$ cat config.mk
export PLATFORM = sky130hd
export DESIGN_NAME = transport_stream_pid_filter_unit
export DESIGN_NICKNAME = d
export VERILOG_FILES = /design/src/rtl/tspf_pkg.sv /design/src/rtl/tspf_in_stage.sv /design/src/rtl/tspf_parser.sv /design/src/rtl/tspf_out_stage.sv /design/src/rtl/transport_stream_pid_filter_unit.sv
export SDC_FILE = /design/constraint.sdc
export NUM_CORES = 1
export LEC_CHECK = 0
export BUFFER_PORTS_ARGS = -buffer_cell sky130_fd_sc_hd__buf_2
export CORE_ASPECT_RATIO = 1.25
export CORE_MARGIN = 5
export CORE_UTILIZATION = 35
export DETAILED_ROUTE_END_ITERATION = 8
export PLACE_DENSITY = 0.53
export SETUP_SLACK_MARGIN = 0.05
export SLEW_MARGIN = 20
export SYNTH_ARGS = -nofsm -noshare
export SYNTH_HDL_FRONTEND = slang
export SYNTH_SLANG_ARGS = --single-unit
$ cat constraint.sdc
create_clock -name clk -period 3.4 [get_ports clk]
set_input_delay 0.68 -clock clk [delete_from_list [all_inputs] [get_ports clk]]
set_output_delay 0.68 -clock clk [all_outputs]
set_load 0.03 [all_outputs]
$ cat src/rtl/tspf_pkg.sv
`default_nettype none

package tspf_pkg;

	// stream constants
	localparam logic [7:0] SYNC_MARK    = 8'h47;
	localparam logic [7:0] PKT_LEN      = 8'd188;
	localparam logic [7:0] PKT_LEN_LONG = 8'd192;
	localparam logic [7:0] LAST_OFFSET  = 8'd187;

	// header byte 3 flag bits
	localparam int PAYLOAD_FLAG_BIT = 4;
	localparam int ADAPT_FLAG_BIT   = 5;

	localparam int PID_W       = 13;
	localparam int CFG_INDEX_W = 2;
	localparam int CFG_DATA_W  = 13;

	// configuration register indexes
	localparam logic [CFG_INDEX_W-1:0] CFG_TARGET_PID   = 2'd0;
	localparam logic [CFG_INDEX_W-1:0] CFG_LONG_PACKETS = 2'd1;
	localparam logic [CFG_INDEX_W-1:0] CFG_SECTION_MODE = 2'd2;

	// where in the packet the parser stands
	typedef enum logic [2:0] {
		RGN_HEADER,
		RGN_ADAPT_LEN,
		RGN_ADAPT_SKIP,
		RGN_POINTER,
		RGN_POINTER_SKIP,
		RGN_PAYLOAD,
		RGN_DROP
	} region_t;

	typedef struct packed {
		logic [PID_W-1:0] target_pid;
		logic             long_packets;
		logic             section_mode;
	} cfg_t;

	typedef struct packed {
		logic       valid;
		logic [7:0] payload_byte;
		logic       first_of_packet;
		logic       unit_start;
		logic       last_of_packet;
	} result_t;

endpackage

`default_nettype wire

$ cat src/rtl/tspf_in_stage.sv
`default_nettype none

module tspf_in_stage (
	input  wire logic       clk,
	input  wire logic       arst_n,
	input  wire logic       in_valid,
	output logic            in_stall,
	input  wire logic [7:0] stream_byte,
	input  wire logic       advance,
	output logic            s1_valid,
	output logic [7:0]      byte_s1
);
	import tspf_pkg::*;

	logic valid_s1;

	// hold the word while the parser cannot move it on
	assign in_stall = valid_s1 && !advance;
	assign s1_valid = valid_s1;

	always_ff @(posedge clk or negedge arst_n) begin
		if (!arst_n) begin
			valid_s1 <= 1'b0;
		end else if (!in_stall) begin
			valid_s1 <= in_valid;
		end
	end

	always_ff @(posedge clk) begin
		if (in_valid && !in_stall) begin
			byte_s1 <= stream_byte;
		end
	end

endmodule

`default_nettype wire

$ cat src/rtl/tspf_parser.sv
`default_nettype none

module tspf_parser (
	input  wire logic            clk,
	input  wire logic            arst_n,
	input  wire logic            step,
	input  wire logic [7:0]      byte_s1,
	input  wire tspf_pkg::cfg_t  cfg,
	output tspf_pkg::result_t    res
);
	import tspf_pkg::*;

	logic             locked_q, locked_d;
	logic [7:0]       pos_q, pos_d;
	region_t          region_q, region_d;
	logic [7:0]       skip_q, skip_d;
	logic             err_q, err_d;
	logic             pusi_q, pusi_d;
	logic [PID_W-1:0] pid_q, pid_d;
	logic             first_q, first_d;

	logic [7:0] period;
	logic [8:0] pos_inc;
	logic [7:0] pos_wrap;
	region_t    after_adapt;
	logic       hdr_ok;
	logic       in_packet;

	assign period   = cfg.long_packets ? PKT_LEN_LONG : PKT_LEN;
	assign pos_inc  = {1'b0, pos_q} + 9'd1;
	assign pos_wrap = (pos_inc >= {1'b0, period}) ? 8'd0 : pos_inc[7:0];
	assign after_adapt = (pusi_q && cfg.section_mode) ? RGN_POINTER : RGN_PAYLOAD;
	assign hdr_ok   = !err_q && byte_s1[PAYLOAD_FLAG_BIT] && (pid_q == cfg.target_pid);
	assign in_packet = (pos_q != 8'd0) && (pos_q < PKT_LEN);

	// next state
	always_comb begin
		locked_d = locked_q;
		pos_d    = pos_q;
		region_d = region_q;
		skip_d   = skip_q;
		err_d    = err_q;
		pusi_d   = pusi_q;
		pid_d    = pid_q;
		first_d  = first_q;
		if (step) begin
			if (!locked_q) begin
				// hunting for the first sync byte
				if (byte_s1 == SYNC_MARK) begin
					locked_d = 1'b1;
					region_d = RGN_HEADER;
					err_d    = 1'b0;
					pusi_d   = 1'b0;
					pid_d    = '0;
					first_d  = 1'b0;
					skip_d   = 8'd0;
					pos_d    = 8'd1;
				end
			end else begin
				pos_d = pos_wrap;
				if (pos_q == 8'd0) begin
					err_d    = 1'b0;
					pusi_d   = 1'b0;
					pid_d    = '0;
					first_d  = 1'b0;
					skip_d   = 8'd0;
					region_d = (byte_s1 == SYNC_MARK) ? RGN_HEADER : RGN_DROP;
				end else if (pos_q < PKT_LEN) begin
					case (region_q)
						RGN_HEADER: begin
							if (pos_q == 8'd1) begin
								err_d  = byte_s1[7];
								pusi_d = byte_s1[6];
								pid_d  = {byte_s1[4:0], 8'd0};
							end else if (pos_q == 8'd2) begin
								pid_d = {pid_q[PID_W-1:8], byte_s1};
							end else if (pos_q == 8'd3) begin
								if (!hdr_ok) begin
									region_d = RGN_DROP;
								end else begin
									first_d  = 1'b1;
									region_d = byte_s1[ADAPT_FLAG_BIT] ? RGN_ADAPT_LEN
										: after_adapt;
								end
							end else begin
								region_d = RGN_DROP;
							end
						end
						RGN_ADAPT_LEN: begin
							skip_d   = byte_s1;
							region_d = (byte_s1 != 8'd0) ? RGN_ADAPT_SKIP : after_adapt;
						end
						RGN_ADAPT_SKIP: begin
							skip_d = skip_q - 8'd1;
							if (skip_q == 8'd1) begin
								region_d = after_adapt;
							end
						end
						RGN_POINTER: begin
							skip_d   = byte_s1;
							region_d = (byte_s1 != 8'd0) ? RGN_POINTER_SKIP : RGN_PAYLOAD;
						end
						RGN_POINTER_SKIP: begin
							skip_d = skip_q - 8'd1;
							if (skip_q == 8'd1) begin
								region_d = RGN_PAYLOAD;
							end
						end
						RGN_PAYLOAD: begin
							first_d = 1'b0;
						end
						default: begin
							region_d = RGN_DROP;
						end
					endcase
				end
			end
		end
	end

	// result word
	always_comb begin
		res.valid           = step && locked_q && in_packet && (region_q == RGN_PAYLOAD);
		res.payload_byte    = byte_s1;
		res.first_of_packet = first_q;
		res.unit_start      = pusi_q;
		res.last_of_packet  = (pos_q == LAST_OFFSET);
	end

	always_ff @(posedge clk or negedge arst_n) begin
		if (!arst_n) begin
			locked_q <= 1'b0;
			pos_q    <= 8'd0;
			region_q <= RGN_HEADER;
			skip_q   <= 8'd0;
			err_q    <= 1'b0;
			pusi_q   <= 1'b0;
			pid_q    <= '0;
			first_q  <= 1'b0;
		end else begin
			locked_q <= locked_d;
			pos_q    <= pos_d;
			region_q <= region_d;
			skip_q   <= skip_d;
			err_q    <= err_d;
			pusi_q   <= pusi_d;
			pid_q    <= pid_d;
			first_q  <= first_d;
		end
	end

	// offset never reaches the long period
	a_pos_range: assert property (@(posedge clk) disable iff (!arst_n)
		pos_q < PKT_LEN_LONG)
		else $error("packet offset out of range");

	// offset stays at zero until the first sync byte
	a_hunt_pos: assert property (@(posedge clk) disable iff (!arst_n)
		!locked_q |-> pos_q == 8'd0)
		else $error("offset moved while hunting");

	// a result word only comes from a processed byte
	a_res_step: assert property (@(posedge clk) disable iff (!arst_n)
		res.valid |-> step && region_q == RGN_PAYLOAD)
		else $error("result without a processed byte");

	// the last payload offset is followed by trailer or packet start
	a_last_wrap: assert property (@(posedge clk) disable iff (!arst_n)
		step && locked_q && pos_q == LAST_OFFSET |=> pos_q == PKT_LEN || pos_q == 8'd0)
		else $error("offset did not advance past last payload byte");

endmodule

`default_nettype wire

$ cat src/rtl/tspf_out_stage.sv
`default_nettype none

module tspf_out_stage (
	input  wire logic              clk,
	input  wire logic              arst_n,
	input  wire logic              s1_valid,
	input  wire tspf_pkg::result_t res,
	output logic                   advance,
	output logic                   out_valid,
	input  wire logic              out_stall,
	output logic [7:0]             payload_byte,
	output logic                   first_of_packet,
	output logic                   unit_start,
	output logic                   last_of_packet
);
	import tspf_pkg::*;

	logic valid_q;

	// register is free when empty or being taken this cycle
	assign advance   = !valid_q || !out_stall;
	assign out_valid = valid_q;

	always_ff @(posedge clk or negedge arst_n) begin
		if (!arst_n) begin
			valid_q <= 1'b0;
		end else if (advance) begin
			valid_q <= s1_valid && res.valid;
		end
	end

	always_ff @(posedge clk) begin
		if (advance && s1_valid && res.valid) begin
			payload_byte    <= res.payload_byte;
			first_of_packet <= res.first_of_packet;
			unit_start      <= res.unit_start;
			last_of_packet  <= res.last_of_packet;
		end
	end

endmodule

`default_nettype wire

$ cat src/rtl/transport_stream_pid_filter_unit.sv
// Transport stream PID filter.
// Input channel: in_valid / in_stall with one stream byte per word. Output
// channel: out_valid / out_stall carrying payload_byte with the flags
// first_of_packet, unit_start and last_of_packet. Configuration: cfg_valid /
// cfg_ready with cfg_index (0 target PID, 1 long packets, 2 section mode)
// and cfg_data; cfg_ready is always high, other indexes are ignored.
// Timing: a byte is held in the input register, is parsed by the packet
// state machine and lands in the output register, which drives the
// payload word on out_valid. One byte is taken per cycle while the
// output side keeps up; only receiver stalls slow the input down.
// Reset: the parser hunts for the first 0x47 and then counts packet
// offsets; target PID 0, 188-byte packets, section mode on.
// Stall: while the output word is held, the parser stops and the input
// register holds its byte, with in_stall high until out_stall drops.

`default_nettype none

module transport_stream_pid_filter_unit (
	input  wire logic                           clk,
	input  wire logic                           arst_n,
	input  wire logic                           in_valid,
	output logic                                in_stall,
	input  wire logic [7:0]                     stream_byte,
	output logic                                out_valid,
	input  wire logic                           out_stall,
	output logic [7:0]                          payload_byte,
	output logic                                first_of_packet,
	output logic                                unit_start,
	output logic                                last_of_packet,
	input  wire logic                           cfg_valid,
	output logic                                cfg_ready,
	input  wire logic [tspf_pkg::CFG_INDEX_W-1:0] cfg_index,
	input  wire logic [tspf_pkg::CFG_DATA_W-1:0]  cfg_data
);
	import tspf_pkg::*;

	cfg_t       cfg_q;
	logic       advance;
	logic       s1_valid;
	logic [7:0] byte_s1;
	result_t    res;

	assign cfg_ready = 1'b1;

	// configuration registers
	always_ff @(posedge clk or negedge arst_n) begin
		if (!arst_n) begin
			cfg_q.target_pid   <= '0;
			cfg_q.long_packets <= 1'b0;
			cfg_q.section_mode <= 1'b1;
		end else if (cfg_valid && cfg_ready) begin
			case (cfg_index)
				CFG_TARGET_PID:   cfg_q.target_pid   <= cfg_data[PID_W-1:0];
				CFG_LONG_PACKETS: cfg_q.long_packets <= cfg_data[0];
				CFG_SECTION_MODE: cfg_q.section_mode <= cfg_data[0];
				default: begin
				end
			endcase
		end
	end

	tspf_in_stage u_in (
		.clk         (clk),
		.arst_n      (arst_n),
		.in_valid    (in_valid),
		.in_stall    (in_stall),
		.stream_byte (stream_byte),
		.advance     (advance),
		.s1_valid    (s1_valid),
		.byte_s1     (byte_s1)
	);

	tspf_parser u_parser (
		.clk     (clk),
		.arst_n  (arst_n),
		.step    (s1_valid && advance),
		.byte_s1 (byte_s1),
		.cfg     (cfg_q),
		.res     (res)
	);

	tspf_out_stage u_out (
		.clk             (clk),
		.arst_n          (arst_n),
		.s1_valid        (s1_valid),
		.res             (res),
		.advance         (advance),
		.out_valid       (out_valid),
		.out_stall       (out_stall),
		.payload_byte    (payload_byte),
		.first_of_packet (first_of_packet),
		.unit_start      (unit_start),
		.last_of_packet  (last_of_packet)
	);

endmodule

`default_nettype wire

==> out/metrics.yaml <==
setup_path:
  crit_buf_inv: 0
  critical_path_required_ns: 3.61
  cp-start-kind: "register"
  critPathMaxStageDelay_ns: 0.54
  crit_path_top_delay_cell: "a221o_1"
  cpMostUsedCell: "nand2_1"
  critPathMaxFanout: 12
  worstPathArrival_ns: 2.81
  path_class: "reg -> reg"
  endpoint_kind: "register"
  crit_path_cell_trace: "nor4_1, nand2_1, o21ai_0, nand2_1, a221o_1, mux2_4"
  crit_family: "compound AO/OA/AOI/OAI gates"
route:
  postRouteAntennaNets: 0
  routed_via_density: 5.30
  drt_wl_total_um: 8600
  wl_per_cell_um: 16.4
  drt_iter0_drc: 150
  drtPass1Iterations: 4
  drcViolationCount: 0
  via_count: 2772
clocking:
  clk_latency_ns: 0.33
  clock-sinks: 72
  cts_resized: 0
  cts_setup_buffers: 0
  cts_buffers: 9
  clk_pin_slew_ns: 0.06
  cts-root-buf: "clkbuf_16"
  cts_max_path_buffers: 2
  h-tree-depth: 3
  hold_buffers: 0
  tritoncts: "yes"
synth:
  synth_edf_count: 19
  yosysTopAreaCell: "dfrtp_1"
  synth_area_leaders: "dfrtp_1 (34%), edfxtp_1 (15%), mux2_2 (4.7%)"
  async_flop_share_pct: 73.6
  synth_most_common_cell: "dfrtp_1"
  syn_inst: 351
  synth_commonest_cells: "dfrtp_1 (52), nand2_1 (28), o21ai_0 (21)"
  seq_area_frac_synth_pct: 49.8
  avgSynthCellArea_um2: 10.9
  synth_warnings: 0
  synth_top_cell_area_share_pct: 34.1
  yosysUniqueCellTypes: 61
  synth-main-ff-cell: "dfrtp_1"
  syn_nets: 390
  synth_area_um2: 3810
  ys_ff_latch: 72
placed_design:
  dp_cells: 507
  port_buffers: 40
  gp_congestion: 0.799
  hpwl_um: 6340
die:
  initial_core_util_pct: 35.9
  chipHeight_um: 127
  core_area_um2: 10600
  die_x_um: 103
  dieArea_um2: 13100
  io_pins: 42
  rows: 42
hold_path:
  holdCritPathClass: "in -> async"
timing:
  setup_viol: 0
  fin_skew_ns: 0.00402
  period_needed_ns: 2.59
  fin_tns_setup_ns: 0
  worst_pin_slew_ns: 0.948
  maxSlewHeadroom_pct: 36.5
  final_hold_viol_count: 0
  rsz0062_at_grt: "false"
  finalCritPeriodShare_pct: 76.2
  slew_viol_final: 0
  max_freq_mhz: 386
power:
  power.leakage_nw: 1.94
  cellPowerDensity_nw_per_um2: 703
  vdd_ir_drop_max_uv: 326
run_status:
  status: "finished, final reports clean"
job:
  maxCapViolations: 0
final_layout:
  syn_to_final_growth_pct: 15.8
  fin_nets: 425
  instances_no_fill: 523
  n_antenna_cell: 0
  drive_gt1_share_pct: 21.7
global_routing:
  overflow: 0
  grt_max_degree: 40
  antenna_found_initial: 0
  first_global_vias: 2833
  grt_first_pass_wirelength_um: 14400
  track_usage_pct: 14.1
==> metal layers <==
layer / GRT usage (%) / vias up / share of wire (%)
met2: 22.7 / 52 / 50
met1: 18.2 / 1358 / 44
met3: 2.75 / 17 / 2.9
met5: 0 / - / 0
li1: - / 1345 / -
met4: 5.95 / 0 / 2.7
==> power breakdown <==
| part | switching (mW) | leakage [nW] | internal (mW) |
|---|---|---|---|
| clock network | 0.343 | 0.160 | 0.681 |
| logic | 0.529 | 0.915 | 0.369 |
| registers | 0.154 | 0.866 | 1.03 |
==> layout make-up <==
cell class	instances	area (µm²)
Clock inverter	3	65.1
Sequential cell	72	1900
Multi-Input combinational cell	245	1750
Fill cell	1061	6200
Timing Repair Buffer	42	215
Clock buffer	13	260
Tap cell	132	165
Inverter	16	60.1
==> sequential cells by signal, indices dropped and copies added, names as in the netlist, 3 cells and up <==
register / cells
u_out.payload_byte: 8
u_parser.pos_q: 8
u_parser.skip_q: 8
u_in.byte_s1: 8
u_parser.pid_q: 13
cfg_q: 15
u_parser.region_q: 3
==> kinds of logic (layout without fill, tap and decap cells) <==
kind of cell / count (synthesis) / count (layout) / share of synthesized area (%)
xor+xnor: 19 / 19 / 4.36
compound gates: 81 / 81 / 14.6
fa+ha+maj: 11 / 11 / 3.61
other cells: 1 / 1 / 0.0983
flops: 72 / 72 / 49.8
mux: 26 / 26 / 7.74
buf+inv: 34 / 74 / 4.36
simple gates: 107 / 107 / 15.5
==> path summary, 6_finish.rpt <==
path | startpoint | to | slack, ns | depth (start not counted)
worst max-delay path | u_in.byte_s1[5] | u_parser.pid_q[6] | 0.81 | 6
worst min-delay path | arst_n | u_in.s1_valid | 0.26 | 1
worst max register to register | u_in.byte_s1[5] | u_parser.pid_q[6] | 0.81 | 6
worst min register to register | u_parser.first_q | u_out.first_of_packet | 0.45 | 0
max in group asynchronous | arst_n | cfg_q[0] | 2.29 | 2
min in group clk | u_parser.first_q | u_out.first_of_packet | 0.45 | 0
==> through the flow <==
| stage | instance area [µm²] | hold slack (ns) | setup slack [ns] | utilization (%) | power (mW) |
|---|---|---|---|---|---|
| finish | 4420 | 0.256 | 0.808 | 41.6 | 3.10 |
| global route | 4420 | 0.280 | 0.631 | 41.6 | 3.33 |
| CTS | 4420 | 0.263 | 0.821 | 41.6 | 3.13 |
| detailed placement | 4090 | 0.439 | 0.836 | 38.6 | 2.09 |
| global placement | 4090 | 0.431 | 0.859 | 38.6 | 2.09 |
| floorplan | 3810 | 0.384 | 0.907 | - | 1.88 |
==> cells in the final DEF, fill, tap and decap left out, types with 3 or more instances in the layout <==
cell and count:
a211o_1 3, a21o_1 4, a21oi_1 20, a221o_1 3, a22o_1 8, and2_1 4
buf_2 40, clkbuf_16 9, dfrtp_1 52, edfxtp_1 19, ha_1 11, inv_1 16
mux2_2 16, mux2_4 3, mux2i_1 7, nand2_1 28, nand2b_1 4, nand3_1 5
nand4_1 10, nor2_1 18, nor2b_1 3, nor3_1 7, nor4_1 5, o21ai_0 21
o22ai_1 3, o31ai_1 3, or4_1 3, xnor2_1 18
Power figures use the tool's default switching activity.
